**src/rtl/servo_status_packet_parser_assert.svh**
```systemverilog
// assertion macros for the servo status packet parser rtl
// expects clk and rst_n in the scope of each use
`ifndef SERVO_STATUS_PACKET_PARSER_ASSERT_SVH
`define SERVO_STATUS_PACKET_PARSER_ASSERT_SVH

// property must hold at every clock edge out of reset
`define SSP_ASSERT(lbl, prop, msg) \
  lbl: assert property (@(posedge clk) disable iff (!rst_n) (prop)) else $error(msg);

// condition must never be seen out of reset
`define SSP_NEVER(lbl, cond, msg) `SSP_ASSERT(lbl, !(cond), msg)

`endif

```
**src/rtl/ssp_pkg.sv**
```systemverilog
// shared types, codes and helpers for the servo status packet parser
// no dependencies
`timescale 1ns / 1ps

package ssp_pkg;

  localparam logic [7:0] HDR_BYTE   = 8'hFF;
  localparam logic [7:0] MIN_LENGTH = 8'd2;

  // parser phases
  localparam logic [2:0] PH_HUNT  = 3'd0;
  localparam logic [2:0] PH_HDR2  = 3'd1;
  localparam logic [2:0] PH_ID    = 3'd2;
  localparam logic [2:0] PH_LEN   = 3'd3;
  localparam logic [2:0] PH_ERR   = 3'd4;
  localparam logic [2:0] PH_PARAM = 3'd5;
  localparam logic [2:0] PH_CSUM  = 3'd6;

  // input op codes
  localparam logic OP_BYTE    = 1'b0;
  localparam logic OP_TIMEOUT = 1'b1;

  // result kinds
  localparam logic KIND_PARAM = 1'b0;
  localparam logic KIND_END   = 1'b1;

  // end outcomes
  localparam logic [2:0] OUT_OK       = 3'd0;
  localparam logic [2:0] OUT_BAD_HDR  = 3'd1;
  localparam logic [2:0] OUT_BAD_LEN  = 3'd2;
  localparam logic [2:0] OUT_BAD_CSUM = 3'd3;
  localparam logic [2:0] OUT_TIMEOUT  = 3'd4;

  typedef struct packed {
    logic [2:0] phase;
    logic [7:0] held_id;
    logic [7:0] held_length;
    logic [7:0] held_error;
    logic [7:0] running_sum;
    logic [7:0] params_seen;
  } state_t;

  typedef struct packed {
    logic       kind;
    logic [7:0] param_byte;
    logic [7:0] param_index;
    logic [7:0] servo_id;
    logic [7:0] error_flags;
    logic [7:0] param_count;
    logic [2:0] outcome;
  } res_t;

  // number of parameter bytes implied by a length byte
  function automatic logic [7:0] count_of_params(input logic [7:0] length);
    return (length >= MIN_LENGTH) ? (length - MIN_LENGTH) : 8'd0;
  endfunction

endpackage

```
**src/rtl/ssp_step.sv**
```systemverilog
// next-state and result logic for one received byte or timeout
// depends on ssp_pkg
`timescale 1ns / 1ps

module ssp_step
  import ssp_pkg::*;
(
  input  state_t     cur,
  input  logic       op,
  input  logic [7:0] rx_byte,
  output state_t     nxt,
  output logic       emit,
  output res_t       res
);

  state_t     upd;
  logic [7:0] seen_inc;
  logic       fin;
  logic [2:0] fin_code;

  always_comb begin
    upd      = cur;
    emit     = 1'b0;
    fin      = 1'b0;
    fin_code = OUT_OK;
    seen_inc = cur.params_seen + 8'd1;
    res      = '0;

    if (op == OP_TIMEOUT) begin
      fin      = 1'b1;
      fin_code = OUT_TIMEOUT;
    end else begin
      unique case (cur.phase)
        PH_HDR2: begin
          if (rx_byte != HDR_BYTE) begin
            fin      = 1'b1;
            fin_code = OUT_BAD_HDR;
          end else begin
            upd.phase = PH_ID;
          end
        end
        PH_ID: begin
          upd.held_id     = rx_byte;
          upd.running_sum = rx_byte;
          upd.phase       = PH_LEN;
        end
        PH_LEN: begin
          upd.held_length = rx_byte;
          upd.running_sum = cur.running_sum + rx_byte;
          upd.phase       = PH_ERR;
        end
        PH_ERR: begin
          upd.held_error  = rx_byte;
          upd.running_sum = cur.running_sum + rx_byte;
          upd.params_seen = 8'd0;
          if (cur.held_length < MIN_LENGTH) begin
            fin      = 1'b1;
            fin_code = OUT_BAD_LEN;
          end else begin
            upd.phase = (cur.held_length == MIN_LENGTH) ? PH_CSUM : PH_PARAM;
          end
        end
        PH_PARAM: begin
          upd.running_sum = cur.running_sum + rx_byte;
          upd.params_seen = seen_inc;
          if (seen_inc >= count_of_params(cur.held_length)) begin
            upd.phase = PH_CSUM;
          end
          emit            = 1'b1;
          res.kind        = KIND_PARAM;
          res.param_byte  = rx_byte;
          res.param_index = cur.params_seen;
          res.servo_id    = cur.held_id;
          res.error_flags = cur.held_error;
          res.param_count = count_of_params(cur.held_length);
          res.outcome     = OUT_OK;
        end
        PH_CSUM: begin
          fin      = 1'b1;
          fin_code = (~cur.running_sum == rx_byte) ? OUT_OK : OUT_BAD_CSUM;
        end
        default: begin
          // hunting, unused codes fall back here
          upd.phase = (rx_byte == HDR_BYTE) ? PH_HDR2 : PH_HUNT;
        end
      endcase
    end

    // end of attempt reports held fields, including an error byte taken now
    if (fin) begin
      emit            = 1'b1;
      res.kind        = KIND_END;
      res.param_byte  = 8'd0;
      res.param_index = 8'd0;
      res.servo_id    = upd.held_id;
      res.error_flags = upd.held_error;
      res.param_count = count_of_params(upd.held_length);
      res.outcome     = fin_code;
      upd             = '0;
      upd.phase       = PH_HUNT;
    end

    nxt = upd;
  end

endmodule

```
**src/rtl/ssp_out_buf.sv**
```systemverilog
// two-entry result buffer between the parser and the result channel
// depends on ssp_pkg
`timescale 1ns / 1ps

module ssp_out_buf
  import ssp_pkg::*;
(
  input  logic clk,
  input  logic rst_n,
  input  logic push,
  input  res_t din,
  output logic can_take,
  output logic dout_valid,
  input  logic dout_ready,
  output res_t dout
);

  res_t       ent_r [2];
  res_t       ent_nxt [2];
  logic [1:0] count_r;
  logic [1:0] count_nxt;
  logic       wr_pos;
  logic       pop;

  assign dout_valid = (count_r != 2'd0);
  assign dout       = ent_r[0];
  assign can_take   = (count_r != 2'd2);
  assign pop        = dout_valid && dout_ready;

  always_comb begin
    ent_nxt[0] = pop ? ent_r[1] : ent_r[0];
    ent_nxt[1] = ent_r[1];
    // slot after the entries that remain once the head leaves
    wr_pos     = count_r[0] ^ pop;
    if (push) begin
      ent_nxt[wr_pos] = din;
    end
    count_nxt = count_r + {1'b0, push} - {1'b0, pop};
  end

  always_ff @(posedge clk) begin
    ent_r[0] <= ent_nxt[0];
    ent_r[1] <= ent_nxt[1];
  end

  always_ff @(posedge clk) begin
    if (!rst_n) begin
      count_r <= 2'd0;
    end else begin
      count_r <= count_nxt;
    end
  end

endmodule

```
**src/rtl/servo_status_packet_parser.sv**
```systemverilog
// servo status packet parser top level: parser state and result buffer
// depends on ssp_pkg, ssp_step, ssp_out_buf and servo_status_packet_parser_assert.svh
`timescale 1ns / 1ps
// usage
// - input channel (in_valid/in_ready): one received byte (in_op = 0) or a read
//   timeout event (in_op = 1) per transaction
// - result channel (out_valid/out_ready): parameter results (out_kind = 0), one
//   per parameter byte with its index, and one end result (out_kind = 1) per
//   packet attempt carrying id, error byte, parameter count and outcome
// - a result is written into the result buffer registers by the transaction
//   that causes it and is offered on out_* once any older results have left
// - throughput: one input transaction per cycle while in_ready is high; the
//   parser state is updated by combinational logic behind the input handshake
// - results sit in a two-entry buffer; when the receiver stalls the block keeps
//   taking input until both entries are full, then drops in_ready, which comes
//   straight from the buffer fill count
// - reset (rst_n low, synchronous): parser back to hunting for 0xff, all held
//   fields zero, result buffer empty
// - timeout in any phase ends the attempt with outcome 4; every end result
//   returns the parser to hunting
`include "servo_status_packet_parser_assert.svh"

module servo_status_packet_parser
  import ssp_pkg::*;
(
  input  logic       clk,
  input  logic       rst_n,
  input  logic       in_valid,
  output logic       in_ready,
  input  logic       in_op,
  input  logic [7:0] in_rx_byte,
  output logic       out_valid,
  input  logic       out_ready,
  output logic       out_kind,
  output logic [7:0] out_param_byte,
  output logic [7:0] out_param_index,
  output logic [7:0] out_servo_id,
  output logic [7:0] out_error_flags,
  output logic [7:0] out_param_count,
  output logic [2:0] out_outcome
);

  state_t st_r;
  state_t st_nxt;
  state_t step_nxt;
  logic   step_emit;
  res_t   step_res;
  logic   acc;
  logic   push;
  res_t   head;
  logic   end_push;
  logic   param_push;

  // a transaction is taken whenever the buffer has a free entry
  assign acc  = in_valid && in_ready;
  assign push = acc && step_emit;

  // result kinds entering the buffer
  assign end_push   = push && (step_res.kind == KIND_END);
  assign param_push = push && (step_res.kind == KIND_PARAM);

  ssp_step u_step (
    .cur     (st_r),
    .op      (in_op),
    .rx_byte (in_rx_byte),
    .nxt     (step_nxt),
    .emit    (step_emit),
    .res     (step_res)
  );

  // parser state only moves on an accepted transaction
  assign st_nxt = acc ? step_nxt : st_r;

  always_ff @(posedge clk) begin
    if (!rst_n) begin
      // all-zero state is hunting with every held field cleared
      st_r <= '0;
    end else begin
      st_r <= st_nxt;
    end
  end

  ssp_out_buf u_out_buf (
    .clk        (clk),
    .rst_n      (rst_n),
    .push       (push),
    .din        (step_res),
    .can_take   (in_ready),
    .dout_valid (out_valid),
    .dout_ready (out_ready),
    .dout       (head)
  );

  assign out_kind        = head.kind;
  assign out_param_byte  = head.param_byte;
  assign out_param_index = head.param_index;
  assign out_servo_id    = head.servo_id;
  assign out_error_flags = head.error_flags;
  assign out_param_count = head.param_count;
  assign out_outcome     = head.outcome;

  // a timeout always produces an end result
  `SSP_ASSERT(a_timeout_ends, !(acc && (in_op == OP_TIMEOUT)) || end_push, "timeout did not end the attempt")
  // after an end result the parser is hunting again with cleared fields
  `SSP_ASSERT(a_end_clears, end_push |=> (st_r.phase == PH_HUNT && st_r.held_length == 8'd0), "end result did not clear parser state")
  // parameter indices stay below the parameter count
  `SSP_NEVER(a_param_index, param_push && step_res.param_index >= step_res.param_count, "parameter index out of range")
  // state holds when nothing is accepted
  `SSP_ASSERT(a_state_hold, !acc |=> $stable(st_r), "parser state moved without a transaction")

endmodule
```
**config.mk**
```make
export PLATFORM = sky130hd
export DESIGN_NAME = servo_status_packet_parser
export DESIGN_NICKNAME = d
export VERILOG_FILES = /design/src/rtl/ssp_pkg.sv /design/src/rtl/ssp_step.sv /design/src/rtl/ssp_out_buf.sv /design/src/rtl/servo_status_packet_parser.sv
export VERILOG_INCLUDE_DIRS = /design/src /design/src/rtl
export SDC_FILE = /design/constraint.sdc
export NUM_CORES = 1
export LEC_CHECK = 0
export ABC_CLOCK_PERIOD_IN_PS = 7200
export BUFFER_PORTS_ARGS = -buffer_cell sky130_fd_sc_hd__buf_4
export CORE_MARGIN = 2
export CORE_UTILIZATION = 45
export DETAILED_ROUTE_END_ITERATION = 16
export SKIP_CTS_REPAIR_TIMING = 1
export SLEW_MARGIN = 10
export SYNTH_ARGS = -nofsm -noshare
export SYNTH_HDL_FRONTEND = slang
export SYNTH_SLANG_ARGS = --single-unit
```
**constraint.sdc**
```tcl
create_clock -name clk -period 7.2 [get_ports clk]
set_clock_uncertainty 0.1 [all_clocks]
set_input_delay 0 -clock clk [delete_from_list [all_inputs] [get_ports clk]]
set_output_delay 0 -clock clk [all_outputs]
set_load 0.02 [all_outputs]
```
Word level (Yosys, flattened, before mapping)
Memory sizes are Yosys's and may differ from the RTL's. Cells that the tools add are included.

Flip-flop bits (word level): 45. Latch bits: 0. Bits in writable memories: 88. ROM bits: 0. Input bits: 13. Output and inout port bits: 46. Word-level logic and storage cells: 85. Memories: 1.

Add/sub/neg operators: 6. Multiply operators: 0. Div/mod/pow operators: 0. Order comparisons: 6. Equal/unequal tests: 16. Shift-type cells: 0. Muxes and demuxes: 35. Bitwise gates (word level): 3. Reduce and logical (&&, ||, !) cells: 11.

Memories: u_out_buf.ent_r (words 2, bits a word 44, read ports 2, clocked after Yosys merged registers in 0, wr ports 2, line ssp_out_buf.sv:18) `res_t ent_r [2];`.

Operators by type and width (number): 44-bit 2-to-1 mux (4); 43-bit 2-to-1 mux (3); 88-bit bitwise mux (1); 88-bit 2-to-1 mux (1); 44-bit demux with 1-bit select (1); 8-bit 2-to-1 mux (5); 8-bit one-hot mux with 2 select lines (2); 3-bit one-hot mux with 6 select lines (1); 8-bit by 2-bit >= comparator with 1-bit output (second input constant) (2); 8-bit by 2-bit subtractor with 8-bit output (second input constant) (2); 3-bit 2-to-1 mux (4); 3-bit equality test (second input constant) (3); 3-bit one-hot mux with 3 select lines (1); 8-bit by 1-bit adder with 8-bit output (second input constant) (1); 8-bit adder (1); 8-bit by 2-bit equality test with 1-bit output (second input constant) (1); 8-bit equality test (1); 8-bit equality test (second input constant) (1); 8-bit >= comparator (1); 8-bit by 2-bit less-than comparator with 1-bit output (second input constant) (1); 1-bit 2-to-1 mux (8); 8-bit inequality test (second input constant) (1); 8-bit NOT (1); 3-bit by 2-bit equality test with 1-bit output (second input constant) (2); 19 further kinds (28).

Depth between registers and ports, before layout
Word-level depth: 11. Gate-level depth with buffers: 12. Depth with buffers taken out: 11.

Hierarchy
A second synthesis with hierarchy kept.

Cells, all modules: 898. Area total of the unflattened synthesis: 7487.2 um^2.

By module, submodules not included: ssp_out_buf (instances 1, cells an instance 341, area each 3548.4 um^2, seq. area each 2242.2 um^2); ssp_step (instances 1, cells an instance 358, area each 2224.6 um^2, seq. area each 0.0 um^2); servo_status_packet_parser (instances 1, cells an instance 199, area each 1714.1 um^2, seq. area each 860.8 um^2).

Worst setup path before layout
OpenSTA, ideal clock, no wires.

Path type: register -> register. Start point: register u_out_buf.count_r[1]. End point: register u_out_buf.count_r[1]. Library setup time: 115 ps. Arrival time: 3576 ps. Required time: 6985 ps. Setup slack: 3409 ps. Stages on the path, launching flop included: 12. Path buffers: 2. Period minus slack after synthesis: 3791 ps. Cell sequence: dfxtp_1 or2_2 clkbuf_1 nand2_1 clkbuf_1 inv_1 ha_1 inv_1 ha_1 xnor2_1 xnor2_1 and2_1.

Elaborated cells on any way between the ends: 7. Classes of those cells: add/sub: 2; eq/ne: 1; reduce/logical: 4.

RTL lines: start: declaration (line ssp_out_buf.sv:20) `logic [1:0] count_r;`; start signal: assignment (line ssp_out_buf.sv:50) `count_r <= count_nxt;`; 2-bit nonzero test (line ssp_out_buf.sv:25) `assign dout_valid = (count_r != 2'd0);`; via out_valid (line servo_status_packet_parser.sv:32) `output logic out_valid,`; 1-bit logical AND (line ssp_out_buf.sv:28) `assign pop = dout_valid && dout_ready;`; 2-bit by 1-bit subtractor with 2-bit output (line ssp_out_buf.sv:38) `count_nxt = count_r + {1'b0, push} - {1'b0, pop};`.

The timed path passes the listed nets, and every way through them passes these cells. A chain may end at the register's enable or synchronous reset.

Worst setup path in the final report
Start point: register st_r[42] in the netlist's numbering. End point: register u_out_buf.count_r[1].

Cells in the longest elaborated chain, start to end: 7. Elaborated cells on any way between the ends: 12. Classes of those cells: add/sub: 2; eq/ne: 4; mux: 5; reduce/logical: 1.

RTL lines: start: declaration (line servo_status_packet_parser.sv:43) `state_t st_r;`; start signal: assignment (line servo_status_packet_parser.sv:79) `st_r <= st_nxt;`; 3-bit equality test / 3-bit by 1-bit equality test with 1-bit output (equally long branches) (line ssp_step.sv:33) `unique case (cur.phase)`; 1-bit one-hot mux with 3 select lines / 1-bit 2-to-1 mux (equally long branches) (line ssp_step.sv:33); 1-bit 2-to-1 mux (line ssp_step.sv:29) `if (op == OP_TIMEOUT) begin`; 1-bit 2-to-1 mux (*) (line ssp_step.sv:90) `if (fin) begin`; 1-bit logical AND (*) (line servo_status_packet_parser.sv:56) `assign push = acc && step_emit;`; via push (line servo_status_packet_parser.sv:49) `logic push;`; 2-bit by 1-bit adder with 2-bit output (*) (line ssp_out_buf.sv:38); 2-bit by 1-bit subtractor with 2-bit output (*) (line ssp_out_buf.sv:38).

Mark *: on every way through the listed nets, which the timed path passes. The rest lies on a longest branch.

==> results by group <==
Min path
  • Hold crit path type: in -> reg
  • Hold depth: 5
  • Hold Crit Endpoint: st_r[31]
  • HP Start: in_valid

Synth
  • Avg Inst Size Synth: 9.62 µm²
  • Post-Syn Nets: 758
  • #FFs+latches synth: 133
  • Yosys warns: 0
  • Synth top cells by count: 89 x dfxtp_1, 88 x nand2_1, 53 x mux2i_1, 46 x buf_4, 44 x edfxtp_1
  • Most frequent cell after synthesis: dfxtp_1
  • Mapped Cells: 724
  • EDFF count, synth: 44
  • Post-synth top area share: 25.6%
  • Ys flop type: dfxtp_1
  • Ys async rst share: 0%
  • Synth top area cells: dfxtp_1 26%, edfxtp_1 19%, mux2i_1 7.6%
  • Count of unique library cells instantiated by Yosys: 67
  • Seq/Total Area, Yosys: 44.6%
  • Yosys top cell by area: dfxtp_1
  • Cell Area, Synth: 0.00696 mm²

Timing
  • Period minus WS final: 3.16 ns
  • FMAX: 316 MHz
  • Final setup fails: 0
  • Slew @ Worst Pin: 1.14 ns
  • Final worst slack: 4.04 ns
  • Max Slew Vio Count: 0
  • Worst Hold Slack: 0.0832 ns
  • Worst rel slew slack: 23.9%
  • Final hold vios: 0
  • TNS Setup: 0 ns
  • Period utilization: 43.9%
  • RSZ-0062 raised after global routing: no

Setup path
  • Max stage delay on crit path: 0.98 ns
  • Worst R2R Start: st_r[42]
  • CP startpoint: st_r[42]
  • CP Data Arrival Time: 3.37 ns
  • FF-to-FF End: u_out_buf.count_r[1]
  • Cell mode on critical path: xnor2_1
  • Worst reg2reg path depth: 7
  • Reg2Reg Setup Slack: 4.04 ns
  • Critical path endpoint category: flip-flop
  • CP max-delay cell: ha_2
  • Cell chain of the critical path: nor3b_1 > a31oi_1 > a21oi_1 > ha_2 > xnor2_1 > xnor2_1 > and2_1
  • WP data required: 7.41 ns
  • CP Class: reg -> reg
  • Worst setup SP type: flip-flop
  • Delay-heaviest family, CP: adder cells
  • CP max FO: 45
  • Buffers & Inverters on Critical Path: 0

Placement
  • Port bufs: 58
  • DP Worst Slack: 4.02 ns
  • Dpl cells: 882
  • Global placer's final weighted congestion: 0.920
  • DPL Wire Length: 10800 µm

Global routing
  • Pin count of the biggest net entering global routing: 88
  • Antenna violations before repair: 0
  • Total GRT Usage: 19.7%
  • Vias in the first global route: 4550
  • Congestion Overflow GR: 0
  • First-pass GRT wire length: 24900 µm

Drt
  • ANT nets after route: 0
  • Vias after detailed routing: 5106
  • DRT Pass-1 Iters: 5
  • Avg Vias per Cell: 5.53
  • Routed len/inst: 17.4 µm
  • DRC violations left: 0
  • Final wirelength: 16100 µm
  • Starting DRT DRC Count: 458

Clocking
  • Cts bufs inserted: 17
  • Clk sinks: 133
  • Clk_lat worst skew: 0.42 ns
  • Clock-pin slew on the worst setup and hold paths: 0.06 ns
  • CTS tree: yes
  • Root Driver: clkbuf_16
  • H-tree levels: 4
  • Clock tree buffer depth: 2

Floorplanning
  • Die Ht: 128 µm
  • Std-Cell Rows: 45
  • Initial Utilization: 46.0%
  • Die Area: 0.0165 mm²
  • I/O pin count: 59
  • Die width: 128 µm
  • Core area: 0.0151 mm²

Run
  • Max_cap viols: 0

Cells and area
  • Non-filler instance count after layout: 924
  • Layout cells sized above 1: 14.8%
  • Layout net count: 757
  • P&R area growth vs syn: 12.0%
  • # diodes: 0

Power and ir drop
  • Peak supply drop: 167 µV
  • Pwr/cell area: 329 mW/mm²
  • Leakage: 3.31 nW

Outcome
  • Outcome: finished clean
where the power goes:
part | internal [mW] | switching (mW)
Clock | 0.561 | 0.313
Sequential | 0.916 | 0.0628
Combinational | 0.295 | 0.419
cell usage in the layout (no fill, tap or decap), types with 11 or more instances in the layout:
cell type and instances:
edfxtp_1 44, a21oi_1 25, a21o_1 15, dfxtp_1 89, buf_4 63, nor2b_1 16, and2_1 29, mux2i_1 53
a22o_1 15, o21ai_0 41, o22ai_1 11, nor2_1 28, nand2_1 87, nand3_1 19, ha_1 19, clkbuf_16 17
cells by family (layout without fill, tap and decap cells):
family,count (synthesis),count (layout),share of synthesized area [%]
multiplexers,54,54,7.78
buffers and inverters,103,115,8.95
flip-flops,133,133,44.6
AO/OA/AOI/OAI,156,156,14.8
AND/OR/NAND/NOR,238,238,17.6
XOR/XNOR,19,19,2.39
adder cells (fa/ha/maj),21,21,3.88
worst max-delay path by stage:
stage                     depth (start not counted)              endpoint  slack [ns]
after floorplan                                  11  u_out_buf.count_r[1]        3.41
after global placement                            7  u_out_buf.count_r[1]        4.14
after detailed placement                          7  u_out_buf.count_r[1]        4.02
after CTS                                         7  u_out_buf.count_r[1]        4.00
after global routing                              7  u_out_buf.count_r[1]        3.82
final                                             7  u_out_buf.count_r[1]        4.04
through the flow:
| stage | utilization [%] | cell area [µm²] | total power [mW] |
|---|---|---|---|
| after global placement | 46.9 | 7100 | 1.70 |
| final | 51.5 | 7800 | 2.57 |
| after floorplan | - | 6960 | 1.58 |
| after detailed placement | 46.9 | 7100 | 1.72 |
| after global routing | 51.5 | 7800 | 2.68 |
| after CTS | 50.8 | 7700 | 2.59 |
final cells by class:
type / count / area [µm²]
fillers: 1414 / 7350
inverters: 10 / 40.0
clock inverters: 9 / 129
well taps: 188 / 235
flip-flops and latches: 133 / 3100
repair buffers: 73 / 573
clock buffers: 23 / 468
multi-input cells: 488 / 3250
routing by layer:
layer	vias up	track usage (%)	share of wire (%)
met1	2393	27.9	48
met4	0	9.70	3.0
met3	36	3.87	5.2
li1	2517	-	-
met2	160	28.8	43
met5	-	0	0
worst min-delay path, cell delays in order:
cell and delay [ns]:
buf_4 0.08, nand2_1 0.04, buf_4 0.21, a21oi_1 0.16, nor2b_1 0.05
(Power assumes the default switching activity.)
